**src/rtl/edfbdf_pkg.sv**
```systemverilog
package edfbdf_pkg;

    localparam int FRACTION_BITS = 16;

    localparam int BYTE_W  = 8;
    localparam int RAW_W   = 24;
    localparam int DIFF_W  = RAW_W + 1;
    localparam int GAIN_W  = 32;
    localparam int PROD_W  = DIFF_W + GAIN_W;
    localparam int VALUE_W = 48;
    localparam int SUM_W   = PROD_W + 1;
    localparam int WORDS_W = 20;
    localparam int RECS_W  = 24;

    localparam int QUEUE_DEPTH = 4;

    localparam int APB_DATA_W = 64;
    localparam int APB_ADDR_W = 6;
    localparam int REG_IDX_W  = 3;

    localparam logic [VALUE_W-1:0] SAT_HIGH = {1'b0, {(VALUE_W-1){1'b1}}};
    localparam logic [VALUE_W-1:0] SAT_LOW  = {1'b1, {(VALUE_W-1){1'b0}}};

    localparam logic [GAIN_W-1:0] GAIN_RESET = GAIN_W'(64'd1 << FRACTION_BITS);

    // register map, one 64-bit slot per register
    localparam logic [REG_IDX_W-1:0] REG_WIDE_MODE    = 3'd0;
    localparam logic [REG_IDX_W-1:0] REG_RECORD_WORDS = 3'd1;
    localparam logic [REG_IDX_W-1:0] REG_SKIP_WORDS   = 3'd2;
    localparam logic [REG_IDX_W-1:0] REG_TAKE_WORDS   = 3'd3;
    localparam logic [REG_IDX_W-1:0] REG_RECORD_COUNT = 3'd4;
    localparam logic [REG_IDX_W-1:0] REG_DIGITAL_MIN  = 3'd5;
    localparam logic [REG_IDX_W-1:0] REG_GAIN         = 3'd6;
    localparam logic [REG_IDX_W-1:0] REG_PHYSICAL_MIN = 3'd7;

    typedef struct packed {
        logic               wide_mode;
        logic [WORDS_W-1:0] record_words;
        logic [WORDS_W-1:0] skip_words;
        logic [WORDS_W-1:0] take_words;
        logic [RECS_W-1:0]  record_count;
    } t_front_cfg;

    typedef struct packed {
        logic [RAW_W-1:0]   digital_min;
        logic [GAIN_W-1:0]  gain;
        logic [VALUE_W-1:0] physical_min;
    } t_back_cfg;

    // one decoded word of the chosen channel, waiting for scaling
    typedef struct packed {
        logic [RAW_W-1:0] raw;
        logic             last;
    } t_work;

endpackage

```
**src/rtl/edfbdf_front.sv**
```systemverilog
module edfbdf_front
    import edfbdf_pkg::*;
#(
    parameter int MAX_SAMPLES = 1048576
) (
    input  logic              i_clk,
    input  logic              i_rst_n,
    input  t_front_cfg        i_cfg,
    input  logic              i_valid,
    input  logic [BYTE_W-1:0] i_data_byte,
    input  logic              i_full,
    output logic              o_stall,
    output logic              o_push,
    output t_work             o_work
);

    localparam int CNT_W = $clog2(MAX_SAMPLES + 1);
    localparam logic [CNT_W-1:0] CNT_MAX = CNT_W'(MAX_SAMPLES);

    logic [1:0]         r_phase, n_phase;
    logic [15:0]        r_low, n_low;
    logic [WORDS_W-1:0] r_pos, n_pos;
    logic [RECS_W-1:0]  r_rec, n_rec;
    logic [CNT_W-1:0]   r_cnt, n_cnt;
    logic               r_done, n_done;

    logic               accept;
    logic               active;
    logic               hold_byte;
    logic               word_done;
    logic [RAW_W-1:0]   raw;
    logic               end_rec;
    logic               last_rec;
    logic [WORDS_W-1:0] offset;
    logic               in_window;
    logic               final_in_rec;
    logic [CNT_W-1:0]   cnt_inc;
    logic               is_last;

    assign o_stall = i_full;
    assign accept  = i_valid && !i_full;

    always_comb begin
        active    = !r_done && (r_rec < i_cfg.record_count);
        hold_byte = i_cfg.wide_mode ? (r_phase < 2'd2) : (r_phase < 2'd1);
        word_done = accept && active && !hold_byte;

        // a narrow word built after a mode change uses only the first held byte
        raw = i_cfg.wide_mode ? {i_data_byte, r_low}
                              : {{8{i_data_byte[7]}}, i_data_byte, r_low[7:0]};

        end_rec  = ({1'b0, r_pos} + 21'd1) >= {1'b0, i_cfg.record_words};
        last_rec = ({1'b0, r_rec} + 25'd1) >= {1'b0, i_cfg.record_count};

        offset       = r_pos - i_cfg.skip_words;
        in_window    = (r_pos >= i_cfg.skip_words) && (offset < i_cfg.take_words);
        final_in_rec = (({1'b0, offset} + 21'd1) >= {1'b0, i_cfg.take_words}) || end_rec;

        cnt_inc = r_cnt + CNT_W'(1);
        is_last = (cnt_inc >= CNT_MAX) || (last_rec && final_in_rec);

        n_phase = r_phase;
        n_low   = r_low;
        n_pos   = r_pos;
        n_rec   = r_rec;
        n_cnt   = r_cnt;
        n_done  = r_done;

        if (accept && active) begin
            if (hold_byte) begin
                n_low   = r_low | (r_phase[0] ? {i_data_byte, 8'h00} : {8'h00, i_data_byte});
                n_phase = r_phase + 2'd1;
            end else begin
                n_phase = 2'd0;
                n_low   = 16'h0000;
                if (in_window) begin
                    n_cnt = cnt_inc;
                    if (is_last) begin
                        n_done = 1'b1;
                    end
                end
                if (end_rec) begin
                    n_pos = '0;
                    n_rec = r_rec + RECS_W'(1);
                    if (last_rec) begin
                        n_done = 1'b1;
                    end
                end else begin
                    n_pos = r_pos + WORDS_W'(1);
                end
            end
        end

        o_push      = word_done && in_window;
        o_work.raw  = raw;
        o_work.last = is_last;
    end

    always_ff @(posedge i_clk) begin
        if (!i_rst_n) begin
            r_phase <= 2'd0;
            r_low   <= 16'h0000;
            r_pos   <= '0;
            r_rec   <= '0;
            r_cnt   <= '0;
            r_done  <= 1'b0;
        end else begin
            r_phase <= n_phase;
            r_low   <= n_low;
            r_pos   <= n_pos;
            r_rec   <= n_rec;
            r_cnt   <= n_cnt;
            r_done  <= n_done;
        end
    end

    a_done_sticky: assert property (@(posedge i_clk) disable iff (!i_rst_n)
        r_done |=> r_done)
        else $error("decode restarted after finishing");

    a_push_counts: assert property (@(posedge i_clk) disable iff (!i_rst_n)
        o_push |=> (r_cnt == CNT_W'($past(r_cnt) + CNT_W'(1))))
        else $error("sample count out of step with pushed samples");

endmodule

```
**src/rtl/edfbdf_queue.sv**
```systemverilog
module edfbdf_queue
    import edfbdf_pkg::*;
(
    input  logic  i_clk,
    input  logic  i_rst_n,
    input  logic  i_push,
    input  t_work i_work,
    input  logic  i_pop,
    output logic  o_full,
    output logic  o_valid,
    output t_work o_work
);

    localparam int PTR_W = $clog2(QUEUE_DEPTH);
    localparam int CNT_W = $clog2(QUEUE_DEPTH + 1);

    t_work              r_mem [QUEUE_DEPTH];
    logic [PTR_W-1:0]   r_wr, n_wr;
    logic [PTR_W-1:0]   r_rd, n_rd;
    logic [CNT_W-1:0]   r_count, n_count;

    always_comb begin
        n_wr    = i_push ? r_wr + PTR_W'(1) : r_wr;
        n_rd    = i_pop ? r_rd + PTR_W'(1) : r_rd;
        n_count = r_count;
        if (i_push && !i_pop) begin
            n_count = r_count + CNT_W'(1);
        end else if (!i_push && i_pop) begin
            n_count = r_count - CNT_W'(1);
        end
        o_full  = (r_count == CNT_W'(QUEUE_DEPTH));
        o_valid = (r_count != '0);
        o_work  = r_mem[r_rd];
    end

    always_ff @(posedge i_clk) begin
        if (!i_rst_n) begin
            r_wr    <= '0;
            r_rd    <= '0;
            r_count <= '0;
        end else begin
            r_wr    <= n_wr;
            r_rd    <= n_rd;
            r_count <= n_count;
        end
    end

    always_ff @(posedge i_clk) begin
        if (i_push) begin
            r_mem[r_wr] <= i_work;
        end
    end

    a_no_overflow: assert property (@(posedge i_clk) disable iff (!i_rst_n)
        i_push |-> !o_full)
        else $error("push into full queue");

    a_no_underflow: assert property (@(posedge i_clk) disable iff (!i_rst_n)
        i_pop |-> o_valid)
        else $error("pop from empty queue");

endmodule

```
**src/rtl/edfbdf_back.sv**
```systemverilog
module edfbdf_back
    import edfbdf_pkg::*;
(
    input  logic               i_clk,
    input  logic               i_rst_n,
    input  t_back_cfg          i_cfg,
    input  logic               i_q_valid,
    input  t_work              i_q_work,
    output logic               o_pop,
    input  logic               i_stall,
    output logic               o_valid,
    output logic [VALUE_W-1:0] o_sample_value,
    output logic               o_clipped,
    output logic               o_last
);

    logic                     r_v1;
    logic signed [PROD_W-1:0] r_prod;
    logic                     r_last1;

    logic                     r_ovalid;
    logic [VALUE_W-1:0]       r_value;
    logic                     r_clip;
    logic                     r_last;

    logic                     out_ready;
    logic                     s1_ready;
    logic signed [DIFF_W-1:0] diff;
    logic signed [PROD_W-1:0] prod;
    logic [SUM_W-1:0]         sum;
    logic                     in_range;
    logic [VALUE_W-1:0]       sat_value;
    logic                     sat_clip;

    always_comb begin
        out_ready = !r_ovalid || !i_stall;
        s1_ready  = !r_v1 || out_ready;
        o_pop     = i_q_valid && s1_ready;

        diff = $signed({i_q_work.raw[RAW_W-1], i_q_work.raw})
             - $signed({i_cfg.digital_min[RAW_W-1], i_cfg.digital_min});
        prod = diff * $signed(i_cfg.gain);

        sum = {r_prod[PROD_W-1], r_prod}
            + {{(SUM_W-VALUE_W){i_cfg.physical_min[VALUE_W-1]}}, i_cfg.physical_min};

        // fits in 48 bits when all bits above the sign bit agree with it
        in_range = (sum[SUM_W-1:VALUE_W-1] == '0) || (sum[SUM_W-1:VALUE_W-1] == '1);
        if (in_range) begin
            sat_value = sum[VALUE_W-1:0];
            sat_clip  = 1'b0;
        end else begin
            sat_value = sum[SUM_W-1] ? SAT_LOW : SAT_HIGH;
            sat_clip  = 1'b1;
        end
    end

    always_ff @(posedge i_clk) begin
        if (!i_rst_n) begin
            r_v1     <= 1'b0;
            r_ovalid <= 1'b0;
        end else begin
            if (s1_ready) begin
                r_v1 <= i_q_valid;
            end
            if (out_ready) begin
                r_ovalid <= r_v1;
            end
        end
    end

    always_ff @(posedge i_clk) begin
        if (o_pop) begin
            r_prod  <= prod;
            r_last1 <= i_q_work.last;
        end
        if (out_ready && r_v1) begin
            r_value <= sat_value;
            r_clip  <= sat_clip;
            r_last  <= r_last1;
        end
    end

    assign o_valid        = r_ovalid;
    assign o_sample_value = r_value;
    assign o_clipped      = r_clip;
    assign o_last         = r_last;

    a_clip_at_bound: assert property (@(posedge i_clk) disable iff (!i_rst_n)
        (r_ovalid && r_clip) |-> (r_value == SAT_HIGH || r_value == SAT_LOW))
        else $error("clipped sample not at a saturation bound");

    a_stage_holds: assert property (@(posedge i_clk) disable iff (!i_rst_n)
        (r_v1 && !out_ready) |=> (r_v1 && $stable(r_prod) && $stable(r_last1)))
        else $error("product stage lost or changed a held transaction");

endmodule

```
**src/rtl/edf_bdf_channel_sample_decoder_top.sv**
```systemverilog
// Channel   Direction  Handshake          Payload
// input     in         i_valid / o_stall  i_data_byte[7:0]
// output    out        o_valid / i_stall  o_sample_value[47:0], o_clipped, o_last
// config    in         APB psel/penable   paddr[5:0] (8-byte slots), pwdata/prdata[63:0]
//
// One data byte per cycle is accepted while o_stall is low.
// A sample passes the queue write, the multiply stage and the add/saturate output
// register on its way from its final byte to the output.
// o_stall rises only when the four-entry queue in front of the multiplier is full.
// Synchronous active-low reset clears the decode position and counters and sets the config registers to defaults.
module edf_bdf_channel_sample_decoder_top
    import edfbdf_pkg::*;
#(
    parameter int MAX_SAMPLES = 1048576
) (
    input  logic                  i_clk,
    input  logic                  i_rst_n,

    input  logic                  i_valid,
    output logic                  o_stall,
    input  logic [BYTE_W-1:0]     i_data_byte,

    output logic                  o_valid,
    input  logic                  i_stall,
    output logic [VALUE_W-1:0]    o_sample_value,
    output logic                  o_clipped,
    output logic                  o_last,

    input  logic                  psel,
    input  logic                  penable,
    input  logic                  pwrite,
    input  logic [APB_ADDR_W-1:0] paddr,
    input  logic [APB_DATA_W-1:0] pwdata,
    output logic [APB_DATA_W-1:0] prdata,
    output logic                  pready
);

    logic               r_wide_mode;
    logic [WORDS_W-1:0] r_record_words;
    logic [WORDS_W-1:0] r_skip_words;
    logic [WORDS_W-1:0] r_take_words;
    logic [RECS_W-1:0]  r_record_count;
    logic [RAW_W-1:0]   r_digital_min;
    logic [GAIN_W-1:0]  r_gain;
    logic [VALUE_W-1:0] r_physical_min;

    logic                 reg_write;
    logic [REG_IDX_W-1:0] reg_idx;
    t_front_cfg           front_cfg;
    t_back_cfg            back_cfg;

    logic  push;
    t_work push_work;
    logic  q_full;
    logic  q_valid;
    t_work q_work;
    logic  pop;

    assign pready    = 1'b1;
    assign reg_idx   = paddr[APB_ADDR_W-1:APB_ADDR_W-REG_IDX_W];
    assign reg_write = psel && penable && pwrite && pready;

    always_ff @(posedge i_clk) begin
        if (!i_rst_n) begin
            r_wide_mode    <= 1'b0;
            r_record_words <= WORDS_W'(1);
            r_skip_words   <= '0;
            r_take_words   <= WORDS_W'(1);
            r_record_count <= RECS_W'(1);
            r_digital_min  <= '0;
            r_gain         <= GAIN_RESET;
            r_physical_min <= '0;
        end else if (reg_write) begin
            unique case (reg_idx)
                REG_WIDE_MODE:    r_wide_mode    <= pwdata[0];
                REG_RECORD_WORDS: r_record_words <= pwdata[WORDS_W-1:0];
                REG_SKIP_WORDS:   r_skip_words   <= pwdata[WORDS_W-1:0];
                REG_TAKE_WORDS:   r_take_words   <= pwdata[WORDS_W-1:0];
                REG_RECORD_COUNT: r_record_count <= pwdata[RECS_W-1:0];
                REG_DIGITAL_MIN:  r_digital_min  <= pwdata[RAW_W-1:0];
                REG_GAIN:         r_gain         <= pwdata[GAIN_W-1:0];
                REG_PHYSICAL_MIN: r_physical_min <= pwdata[VALUE_W-1:0];
                default:          r_wide_mode    <= r_wide_mode;
            endcase
        end
    end

    always_comb begin
        unique case (reg_idx)
            REG_WIDE_MODE:    prdata = APB_DATA_W'(r_wide_mode);
            REG_RECORD_WORDS: prdata = APB_DATA_W'(r_record_words);
            REG_SKIP_WORDS:   prdata = APB_DATA_W'(r_skip_words);
            REG_TAKE_WORDS:   prdata = APB_DATA_W'(r_take_words);
            REG_RECORD_COUNT: prdata = APB_DATA_W'(r_record_count);
            REG_DIGITAL_MIN:  prdata = APB_DATA_W'(r_digital_min);
            REG_GAIN:         prdata = APB_DATA_W'(r_gain);
            REG_PHYSICAL_MIN: prdata = APB_DATA_W'(r_physical_min);
            default:          prdata = '0;
        endcase
    end

    always_comb begin
        front_cfg.wide_mode    = r_wide_mode;
        front_cfg.record_words = r_record_words;
        front_cfg.skip_words   = r_skip_words;
        front_cfg.take_words   = r_take_words;
        front_cfg.record_count = r_record_count;
        back_cfg.digital_min   = r_digital_min;
        back_cfg.gain          = r_gain;
        back_cfg.physical_min  = r_physical_min;
    end

    edfbdf_front #(
        .MAX_SAMPLES (MAX_SAMPLES)
    ) u_front (
        .i_clk       (i_clk),
        .i_rst_n     (i_rst_n),
        .i_cfg       (front_cfg),
        .i_valid     (i_valid),
        .i_data_byte (i_data_byte),
        .i_full      (q_full),
        .o_stall     (o_stall),
        .o_push      (push),
        .o_work      (push_work)
    );

    edfbdf_queue u_queue (
        .i_clk   (i_clk),
        .i_rst_n (i_rst_n),
        .i_push  (push),
        .i_work  (push_work),
        .i_pop   (pop),
        .o_full  (q_full),
        .o_valid (q_valid),
        .o_work  (q_work)
    );

    edfbdf_back u_back (
        .i_clk          (i_clk),
        .i_rst_n        (i_rst_n),
        .i_cfg          (back_cfg),
        .i_q_valid      (q_valid),
        .i_q_work       (q_work),
        .o_pop          (pop),
        .i_stall        (i_stall),
        .o_valid        (o_valid),
        .o_sample_value (o_sample_value),
        .o_clipped      (o_clipped),
        .o_last         (o_last)
    );

endmodule

```
**config.mk**
```make
export PLATFORM = sky130hd
export DESIGN_NAME = edf_bdf_channel_sample_decoder_top
export DESIGN_NICKNAME = d
export VERILOG_FILES = /design/src/rtl/edfbdf_pkg.sv /design/src/rtl/edfbdf_front.sv /design/src/rtl/edfbdf_queue.sv /design/src/rtl/edfbdf_back.sv /design/src/rtl/edf_bdf_channel_sample_decoder_top.sv
export SDC_FILE = /design/constraint.sdc
export NUM_CORES = 2
export LEC_CHECK = 0
export BUFFER_PORTS_ARGS = -buffer_cell sky130_fd_sc_hd__buf_4
export CORE_UTILIZATION = 65
export CTS_CLUSTER_SIZE = 25
export DETAILED_ROUTE_END_ITERATION = 8
export PLACE_DENSITY_LB_ADDON = 0.25
export SLEW_MARGIN = 25
export SYNTH_ARGS = -nofsm -noshare
export SYNTH_HDL_FRONTEND = slang
export SYNTH_SLANG_ARGS = --single-unit
export TNS_END_PERCENT = 50
```
**constraint.sdc**
```tcl
create_clock -name i_clk -period 12.18 [get_ports i_clk]
set_input_delay 1.218 -clock i_clk [delete_from_list [all_inputs] [get_ports i_clk]]
set_output_delay 1.218 -clock i_clk [all_outputs]
set_load 0.01 [all_outputs]
```
==> run metrics <==
critical path class=reg2reg; kind of start point of the critical path=flip-flop; final hold violation count=0; xor/xnor share of the synthesized area=3.55%; GP Congestion=0.996; Horiz. Die Dim=298 um; post-synth cell types=96; time the worst path needs with I/O delays and setup=11.50 ns; worst hold-check path type=reg2reg; number of placed I/O pins=202; all-layer global routing usage=36.6%; maximum clock frequency=87.0 MHz; Worst Path Required=12.68 ns; post-route insts no fill=7507; count of filler cells inserted in the layout=6573; top cells by area in the synthesized netlist=sky130_fd_sc_hd__fa_1, sky130_fd_sc_hd__edfxtp_1, sky130_fd_sc_hd__dfxtp_1; synth-to-layout area growth=7.55%; average wire length per cell after detail routing=21.3 um; total number of nets in the final design=7586; unrepaired setup endpoints after global routing=no; Commonest cells post-synth=sky130_fd_sc_hd__nand2_1, sky130_fd_sc_hd__inv_1, sky130_fd_sc_hd__fa_1, sky130_fd_sc_hd__a21oi_1, sky130_fd_sc_hd__ha_1; proportion of synthesized flip-flops having asynchronous set or reset=0%; hold bufs inserted after CTS=0; final cycle utilization of the critical path=94.4%; flop-to-flop setup slack=0.68 ns; transition time at the pin with the least slew margin=1.16 ns; total wire length after detailed routing=160 mm; synthesized instance count=6318; Vias/cell=6.01; met3 track demand over resource=10.4%; most used cell along the critical path=sky130_fd_sc_hd__fa_1; area occupied by registers=11900 sq um; status=finished clean; number of buffers on the longest clock path=3; H-tree lvl count=2; library cell with the largest summed area after synthesis=sky130_fd_sc_hd__fa_1; drt first pass iters=9; Slowest Stage Delay on Critical Path=0.60 ns; post-CTS resize count=0; wire length of the first global-routing pass=251 mm; WHS=0.431 ns; final-report setup violation count=0; layer carrying the most global-route usage=met2; Max-Cap Viols=0; largest family of logic cells by synthesized area=adder cells; half-perimeter wire length after detailed placement=124 mm; number of buffers added for setup after CTS=0; clock tree from TritonCTS=done; register area share after synthesis=21.0%; total area of multi-input combinational cells=40000 sq um; Syn Std Cell Area=56800 sq um; data arrival time of the worst path=12.00 ns; Relative slew margins=22.3%; final standard cell utilization of the core=70.5%; peak ir drop on the vdd network=0.232 mV; post-synthesis register bit count=492; number of DRC markers after the initial detailed-route iteration=4265; Final ANT Viol Nets=0; area fraction of the dominant cell type after synthesis=29.0%; Yosys warning count=0; number of clock sinks=492; post-synthesis adder-cell area fraction=37.3%; Setup crit end kind=flip-flop; effective utilization at floorplan=65.5%; initial antenna violation count=4; Worst-path clk slew=0.08 ns; clock insertion delay at the later pin of the skew report=0.66 ns; global route total overflow=0; start point of the worst hold path=u_back.r_last1$_DFFE_PP_; skew final=0.0492 ns; total count of max-transition violations in the final report=0; top-count cell post-synth=sky130_fd_sc_hd__nand2_1; placed instance count=7401; area share of and/or/nand/nor cells after synthesis=16.4%; Mean Syn Cell Area=8.98 sq um; critical path peak fanout=13; placement row count=108; number of enable flip-flop cells after synthesis=208; number of DRC violations after detailed routing=0; Compound-Gate Fraction of Synth Area=10.5%; Die Height=298 um; TritonCTS buffer count=54; total number of vias=45100; LEAKAGE=27.9 nW; largest net degree at the start of global routing=178; port buffer count=165; share of synthesized area spent on multiplexers=2.15%; fraction of final layout cells with drive strength greater than 1=7.48%; vias in the first global route=45900; area of the die=88500 sq um; primary flip-flop cell chosen by synthesis mapping=sky130_fd_sc_hd__dfxtp_1; met1 GRT Util=47.7%; critical-path cell with the highest stage delay=sky130_fd_sc_hd__mux4_2; placeable core region=86600 sq um; total chip power=0.0116 W; met2 Resource Use GR=57.3%; clock root buffer=sky130_fd_sc_hd__clkbuf_16; setup total negative slack=0 ns; PD cells=191 nW/um^2
[cell usage in the layout, fill, tap and decap left out, types with 78 or more instances in the layout]
master,instances
sky130_fd_sc_hd__nor2_1,206
sky130_fd_sc_hd__fa_1,823
sky130_fd_sc_hd__xnor2_1,139
sky130_fd_sc_hd__a21oi_1,409
sky130_fd_sc_hd__edfxtp_1,208
sky130_fd_sc_hd__o21ai_0,167
sky130_fd_sc_hd__nor2b_1,103
sky130_fd_sc_hd__buf_4,256
sky130_fd_sc_hd__dfxtp_1,284
sky130_fd_sc_hd__nand3_1,104
sky130_fd_sc_hd__inv_1,994
sky130_fd_sc_hd__nand2_1,1081
sky130_fd_sc_hd__a21o_1,78
sky130_fd_sc_hd__ha_1,374
sky130_fd_sc_hd__and2_1,245
[sequential cells by signal (all words and copies together), names as in the netlist, 20 cells and up, named ones only]
| name | flops |
|---|---|
| u_back.r_prod | 57 |
| u_back.o_sample_value | 48 |
| r_digital_min | 24 |
| r_skip_words | 20 |
| u_front.r_pos | 20 |
| r_gain | 32 |
| r_take_words | 20 |
| u_front.r_cnt | 21 |
| u_front.r_rec | 24 |
| r_physical_min | 48 |
| u_queue.r_mem | 100 |
| r_record_words | 20 |
| r_record_count | 24 |
[cell type report]
cell class                      instances  share of cell area [%]
Multi-Input combinational cell       4501                    65.6
Tap cell                             1155                    2.37
Inverter                              996                    6.14
Sequential cell                       492                    19.5
Clock buffer                           76                    2.55
Clock inverter                         25                   0.514
Timing Repair Buffer                  259                    3.27
Antenna cell                            3                  0.0123
[critical path, delay by kind of cell (launching register included)]
family | cells | cell delay (ns)
adder cells (fa/ha/maj) | 9 | 4.04
multiplexers | 1 | 0.60
buffers and inverters | 5 | 0.80
XOR/XNOR | 1 | 0.26
AO/OA/AOI/OAI | 16 | 4.18
flip-flops | 1 | 0.45
AND/OR/NAND/NOR | 5 | 1.00
[per-stage QoR]
stage | setup slack [ns] | cell area, sq um
2_1_floorplan | 1.58 | 56800
3_3_place_gp | 0.978 | 59100
3_5_place_dp | 0.660 | 59100
4_1_cts | 0.585 | 60900
5_1_grt | 0.112 | 61000
6_report | 0.683 | 61000
[power by group]
group	internal [W]	leakage [nW]	switching [W]
clock network	0.00100	0.912	0.000721
logic	0.00274	22.8	0.00491
registers	0.00216	4.25	0.000103
total	0.00590	27.9	0.00574
[worst paths after layout]
check / endpoint / depth (start not counted)
worst max-delay path: u_back.r_prod[56]$_DFFE_PP_ / 37
worst min-delay path: u_back.o_last$_DFFE_PP_ / 0
worst max register to register: u_back.r_prod[56]$_DFFE_PP_ / 37
worst min register to register: u_back.o_last$_DFFE_PP_ / 0
[per-layer routing]
layer | wire (um) | part of all wire, %
met1 | 60700 | 38
met2 | 72000 | 45
met3 | 19600 | 12
met4 | 7370 | 4.6
met5 | 13 | 0.0081
[cell families after synthesis]
group	Yosys count
compound gates	959
xor+xnor	230
fa+ha+maj	1197
buf+inv	1340
flops	492
mux	81
other cells	2
simple gates	2017
Power figures use the tool's default switching activity.
